## src/m3a_ram.sv

```systemverilog
`timescale 1ns / 1ps
// ----------------------------------------------------------------------------
// m3a_ram
// Generic single-write, single-read ram with registered read data.
// ----------------------------------------------------------------------------
module m3a_ram #(
  parameter int WIDTH = 8,
  parameter int DEPTH = 4
) (
  input  logic                     clk_i,
  input  logic                     we_i,
  input  logic [$clog2(DEPTH)-1:0] waddr_i,
  input  logic [WIDTH-1:0]         wdata_i,
  input  logic [$clog2(DEPTH)-1:0] raddr_i,
  output logic [WIDTH-1:0]         rdata_o
);

  logic [WIDTH-1:0] mem_q [DEPTH];
  logic [WIDTH-1:0] rdata_q;

  always_ff @(posedge clk_i) begin
    if (we_i) mem_q[waddr_i] <= wdata_i;
    rdata_q <= mem_q[raddr_i];
  end

  assign rdata_o = rdata_q;

endmodule

```

## config.mk

```make
export PLATFORM = sky130hd
export DESIGN_NAME = m3a_ram
export DESIGN_NICKNAME = d
export VERILOG_FILES = /design/src/m3a_ram.sv
export SDC_FILE = /design/constraint.sdc
export NUM_CORES = 1
export LEC_CHECK = 0
export ABC_CLOCK_PERIOD_IN_PS = 1100
export BUFFER_PORTS_ARGS = -buffer_cell sky130_fd_sc_hd__buf_2
export CAP_MARGIN = 5
export CORE_ASPECT_RATIO = 1.5
export CORE_UTILIZATION = 35
export CTS_CLUSTER_SIZE = 20
export DETAILED_ROUTE_END_ITERATION = 8
export PLACE_DENSITY = 0.58
export SLEW_MARGIN = 10
export SYNTH_ARGS = -nofsm -noshare
export SYNTH_HDL_FRONTEND = slang
export SYNTH_SLANG_ARGS = --single-unit
```

## constraint.sdc

```tcl
create_clock -name clk_i -period 1.1 [get_ports clk_i]
set_input_delay 0 -clock clk_i [delete_from_list [all_inputs] [get_ports clk_i]]
set_output_delay 0 -clock clk_i [all_outputs]
set_load 0.02 [all_outputs]
```

# Word level (Yosys, flattened, before mapping)

Memory sizes are Yosys's and may differ from the RTL's. A register that Yosys moved wholly into a read port is not among the register bits.
Index checks and enable logic that the tools add are counted.

Add/subtract/negate cells: 0
Multipliers: 0
Divide/modulo/power cells: 0
Order comparisons: 0
Equality and inequality tests: 0
Shifts and indexed selects: 0
Multiplexer cells: 2
Bitwise logic cells: 0
Reduce and logical (&&, ||, !) cells: 0

Operators with widths:

| cell              | number |
|---|---|
| 1-bit two-way mux | 2 |

Register bits: 0
Bits in latches: 0
Memory bits (writable): 32
Bits in read-only memories: 0
Bits of input ports: 14
Output and inout port bits: 8
Logic and storage cells: 3
Memories kept: 1

Memories:

| memory | words | bits a word | read ports | clocked after memory_dff | wr ports | RTL line | text |
|---|---|---|---|---|---|---|---|
| mem_q  | 4     | 8           | 1          | 1                        | 1        | 18       | `logic [WIDTH-1:0] mem_q [DEPTH];` |

# Longest topological paths before layout

Gate-level depths: netlist of run 1.

Word-level depth: 2
Gate-level depth with buffers: 2
Depth with buffers taken out: 1

# Worst setup path before layout of run 1

Ideal clock, no wire load.

Path kind: input port to flip-flop
Start point: in waddr_i[0]
End point: mem mem_q[0][0], enable pin
Library setup time: 0.385 ns
Data arrival time: 0.679 ns
Required time: 0.715 ns
Path slack: 0.036 ns
Stages on the path: 1
Path buffers: 0
Path through: nor3b_1

RTL lines:

| item               | RTL line | text |
|---|---|---|
| start: declaration | 12       | `input logic [$clog2(DEPTH)-1:0] waddr_i,` |
| end: declaration   | 18       |  |

Straight into the memory's write port.

# Worst setup path after layout of run 1

Start point: mem mem_q[3][3]
End point: reg rdata_q[3] (netlist: rdata_o[3]), read port of mem_q

RTL lines:

| item             | RTL line | text |
|---|---|---|
| end: declaration | 19       | `logic [WIDTH-1:0] rdata_q;` |

No word-level cell between the ends.

==> results of run 1 <==
## routing by layer
metal | global-route usage (%) | vias to the layer above | part of all wire, %
li1 | - | 298 | -
met1 | 11.9 | 317 | 37
met2 | 19.5 | 23 | 53
met3 | 4.46 | 8 | 6.2
met4 | 10.3 | 0 | 4.1
met5 | 0 | - | 0
## registers in the layout, summed over array words and instances (netlist names)
signal,flops
mem_q,32
rdata_o,8
## through the flow
step / utilization (%) / hold WS [ns]
3_5_place_dp: 41.3 / 0.222
3_3_place_gp: 41.3 / 0.211
4_1_cts: 46.4 / 0.147
6_report: 46.4 / 0.137
2_1_floorplan: - / 0.0989
5_1_grt: 46.4 / 0.146
## area by class of cell
class | count | area, um^2
Sequential cell | 40 | 1120
Timing Repair Buffer | 33 | 215
Clock inverter | 2 | 35.0
Tap cell | 43 | 53.8
Multi-Input combinational cell | 12 | 211
Clock buffer | 6 | 72.6
Fill cell | 331 | 1970
## worst min-delay path by stage
stage,from,endpoint,cells after the start
2_1_floorplan,wdata_i[0],mem_q[0][0],0
3_3_place_gp,wdata_i[5],mem_q[1][5],1
3_5_place_dp,wdata_i[4],mem_q[2][4],1
4_1_cts,raddr_i[1],rdata_o[5],2
5_1_grt,raddr_i[1],rdata_o[5],2
6_report,raddr_i[1],rdata_o[5],2
## logic make-up (layout without fill, tap and decap cells)
logic type | after synthesis | count (layout) | share of synthesized area [%]
simple gates | 4 | 4 | 2.32
mux | 8 | 8 | 13.4
flops | 40 | 40 | 83.1
buf+inv | 2 | 41 | 1.21
## Yosys cell counts
library cell | n | share of area, %
mux4_2 | 8 | 13
dfxtp_1 | 8 | 12
nor3b_1 | 1 | 0.56
and3b_1 | 2 | 1.3
buf_6 | 1 | 0.83
and3_1 | 1 | 0.46
edfxtp_1 | 32 | 71
clkbuf_2 | 1 | 0.37
## cells in the final DEF, fill, tap and decap left out, drive strengths merged
| cell | n |
|---|---|
| edfxtp | 32 |
| buf | 25 |
| mux4 | 8 |
| dlygate4sd3 | 8 |
| dfxtp | 8 |
| clkbuf | 6 |
| and3b | 2 |
| nor3b | 1 |
| and3 | 1 |
| bufinv | 1 |
| clkinv | 1 |
## power breakdown
part	internal, mW	switching [mW]
Combinational	0.108	0.111
Sequential	1.72	0.0161
Clock	0.672	0.471
Total	2.50	0.598
## repair_timing
action / 4_1_cts / 5_1_grt
endpoints found under the hold margin: 32 / 0
hold buffers: 8 / 0
buffers inserted: 0 / 0
==> flow_summary.yaml, run 1 <==
detailed_routing:
  dr.first_iter.drc_count: 25
  final_antenna_net_count: 0
  vias: 646
  post_drt_via_cell_ratio: 4.75
  drc: 0
  drt-total-wl_mm: 1.99
  routedWlPerCell_um: 14.6
  drt-pass1-iter-count: 6
cells_and_area:
  drive_gt1_share_pct: 43.0
  diodes: 0
  stdcell_count: 136
  layout.nets: 106
  area_growth_pct: 26.7
  stdcell_area_um2: 1710
logic_synthesis:
  syn_inst: 54
  yosysSeqAreaShare_pct: 83.1
  synth_cell_types: 8
  netlist_area_um2: 1350
  syn_avg_cell_area_um2: 25.0
  synth_seq_cells: 40
  syn_nets: 68
  yosysWarnings: 0
critical_path:
  required_ns: 1.27
  cp-startpoint: "mem_q[3][3]"
  cp_top_family: "multiplexers"
  cp.depth: 1
  path_cells: "mux4_2"
  crit_path_start_kind: "flop"
  end_kind: "flop"
  slowest_stage: "mux4_2"
  reg2reg_depth: 1
  crit_buf_inv: 0
  regToRegEndpoint: "rdata_o[3]"
  arrival_ns: 1.12
  path_max_fanout: 1
  crit_end: "rdata_o[3]"
  r2r_slack_ns: 0.15
  slowest_delay_ns: 0.46
  worstSetupPathType: "reg2reg"
  r2r_start: "mem_q[3][3]"
placement:
  dpl.cell_count: 120
  gp_congestion: 0.591
  numPortBuffers: 21
  post-place-ws_ns: 0.127
  placed_area_um2: 1520
sta:
  period_share_pct: 86.3
  fin_setup_tns_ns: 0
  max_freq_ghz: 1.05
  setup_slack_ns: 0.151
  fin_skew_ns: 0.00752
  slew_headroom_pct: 80.3
  rsz0062_at_grt: "no"
  setup_viol: 0
  hold_viol_final: 0
  worstMarginPinSlew_ns: 0.295
  min_period_ns: 0.949
  maxSlewViolCount: 0
floorplan:
  die-area_um2: 4110
  pin_count: 22
  die-width_um: 52.7
  die_h_um: 78.0
  row_count: 27
  start_util_pct: 36.6
  core-area_um2: 3680
global_route:
  grt.overflow.total: 0
  grt_use_total_pct: 12.2
  grt_pass1_vias: 686
  grt_max_degree: 13
  antenna_found_initial: 0
  grt_pass1_wl_mm: 3.22
cts:
  clock-sinks: 40
  clk_latency_ns: 0.29
  clk_path_buf_depth: 2
  cts_tree: "yes"
  clk_pin_slew_ns: 0.07
  cts.root.buffer_cell: "clkbuf_8"
  cts_made_buffers: 5
  cts.repair.resized: 0
  h-tree-depth: 2
hold_path:
  holdCritPathClass: "in2reg"
power_and_ir_drop:
  power_mw: 3.10
  p_leak_nw: 0.626
  p_per_area_nw_per_um2: 1810
  ir_drop_mv: 1.36
flow_run:
  maxCapViolCount: 0
status:
  status: "completed"
Note: power is estimated with default switching activity, not from simulation.
==> run 2: changes to the inputs <==
- ABC_AREA: unset -> 1
- PLACE_DENSITY: 0.58 -> 0.57
==> run 2 against run 1 <==
Synthesized area rose by 15%. Highest routed layer unchanged. Register-to-register slack improved by 0.20 ns. Sequential cell count did not move. Sequential power barely moved. Cell area rose by 11%. Via count rose by 53%. Total power rose by 1.8%. Clock power barely moved. Critical endpoint is now rdata_o[4]. Hold slack got worse by 0.066 ns.
==> flow_summary.yaml, run 2 <==
floorplan:
  core-area_um2: 4250
  pin_count: 22
  die-width_um: 56.3
  row_count: 29
  start_util_pct: 36.5
  die_h_um: 83.4
  die-area_um2: 4700
placement:
  gp_congestion: 0.723
  post-place-ws_ns: 0.228
  placed_area_um2: 1710
  dpl.hpwl_mm: 2.01
  dpl.cell_count: 208
  numPortBuffers: 21
detailed_routing:
  routedWlPerCell_um: 12.2
  post_drt_via_cell_ratio: 4.42
  drt-total-wl_mm: 2.74
  drt-pass1-iter-count: 4
  final_antenna_net_count: 0
  drc: 0
  dr.first_iter.drc_count: 38
  vias: 990
logic_synthesis:
  synth_cell_types: 10
  synthArstFlopShare_pct: 0
  yosys-mux-area-fraction_pct: 0
  syn_inst: 141
  yosysWarnings: 0
  synth_compound_area_share_pct: 0
  yosysTopAreaCell: "edfxtp_1"
  yosysMostFrequentCell: "nand2_1"
  netlist.area_leader.share_pct: 62.1
  synthAdderAreaFrac_pct: 0
  syn_nets: 155
  synth_common_cells: "nand2_1 (40), inv_1 (36), edfxtp_1 (32)"
  synth_edf_count: 32
  yosysSeqAreaShare_pct: 72.4
  synthTopCellsByArea: "edfxtp_1 (62%), dfxtp_1 (10%), nand2_1 (9.7%), inv_1 (8.7%), nand3_1 (5.2%)"
  synth_xor_area_share_pct: 0
  netlist_area_um2: 1550
  synth_seq_cells: 40
  synth_ff_type: "edfxtp_1"
  synth_simple_gate_area_share_pct: 16.2
  syn_avg_cell_area_um2: 11.0
  synth_top_family_by_area: "simple AND/OR/NAND/NOR gates"
global_route:
  grt_pass1_vias: 1012
  grt.overflow.total: 0
  antenna_found_initial: 0
  grt_pass1_wl_mm: 4.75
  grt_max_degree: 18
  grt_use_total_pct: 13.5
cells_and_area:
  stdcell_count: 224
  area_growth_pct: 22.3
  layout.nets: 191
  diodes: 0
  regMostFlops: "mem_q"
  mostFrequentLayoutCell: "nand2_1"
  stdcell_area_um2: 1890
  drive_gt1_share_pct: 18.5
  final_util_pct: 44.6
  largest_reg_flops: 32
  layout_common_cells: "nand2_1 (40), inv_1 (36), edfxtp_1 (32)"
sta:
  fin_skew_ns: 0.00525
  hold_viol_final: 0
  slew_headroom_pct: 79.1
  worstMarginPinSlew_ns: 0.314
  fin_hold_ws_ns: 0.0704
  setup_viol: 0
  min_period_ns: 0.746
  rsz0062_at_grt: "no"
  maxSlewViolCount: 0
  period_share_pct: 67.8
  setup_slack_ns: 0.354
  fin_setup_tns_ns: 0
  max_freq_ghz: 1.34
power_and_ir_drop:
  ir_drop_mv: 1.29
  power_mw: 3.16
  p_per_area_nw_per_um2: 1670
  p_leak_nw: 0.890
status:
  status: "completed"
critical_path:
  worstSetupPathType: "reg2reg"
  required_ns: 1.27
  end_kind: "flop"
  r2r_slack_ns: 0.35
  arrival_ns: 0.92
  path_max_fanout: 1
  crit_path_start_kind: "flop"
cts:
  clk_pin_slew_ns: 0.08
  cts_tree: "yes"
  h-tree-depth: 2
  clock-sinks: 40
  clk_path_buf_depth: 2
  cts.root.buffer_cell: "clkbuf_8"
  cts_made_buffers: 5
  clk_latency_ns: 0.28
hold_path:
  holdCritPathClass: "in2reg"
flow_run:
  maxCapViolCount: 0
## run 2: changes by cell type in the layout (fill, tap and decap cells not counted), moves of 2 or more
cell / delta
nor3_1: +4
mux4_2: -8
nand2_1: +40
and3b_1: -2
inv_1: +36
nand3_1: +16
## run 2: report_power, final
group / switching (mW) / internal (mW)
clock network: 0.479 / 0.673
logic: 0.165 / 0.0996
registers: 0.0194 / 1.72
total: 0.664 / 2.49
## run 2: what timing repair did
| item | CTS | global route |
|---|---|---|
| resized for setup | 0 | 0 |
| buffers inserted | 0 | 0 |
| hold endpoints to repair | 32 | 0 |
| hold buffers | 8 | 0 |
## run 2: final timing paths
path | from | endpoint | cells past startpoint
worst min-delay path | raddr_i[1] | rdata_o[3] | 3
worst max-delay path | mem_q[3][4] | rdata_o[4] | 4
worst min register to register | mem_q[0][5] | rdata_o[5] | 4
worst max register to register | mem_q[3][4] | rdata_o[4] | 4
## run 2: worst max-delay path, stage by stage, from the launching register on
cell and delay [ns]:
edfxtp_1 0.37, inv_1 0.06, nand2_1 0.04, nand3_1 0.09, nand2_1 0.06
## run 2: cell families after synthesis
logic type	Yosys count
simple gates	60
flops	40
buf+inv	41
## run 2: cell type report
| type | count | area (um^2) |
|---|---|---|
| Sequential cell | 40 | 1120 |
| Tap cell | 46 | 57.6 |
| Clock inverter | 2 | 35.0 |
| Timing Repair Buffer | 33 | 215 |
| Clock buffer | 6 | 72.6 |
| Fill cell | 419 | 2350 |
| Inverter | 37 | 141 |
| Multi-Input combinational cell | 60 | 250 |
## run 2: metal layers
layer / wire, um / GRT usage [%] / vias up
li1: - / - / 507
met1: 1170 / 15.9 / 460
met2: 1430 / 22.7 / 18
met3: 85 / 4.05 / 5
met4: 51 / 5.32 / 0
met5: 0 / 0 / -
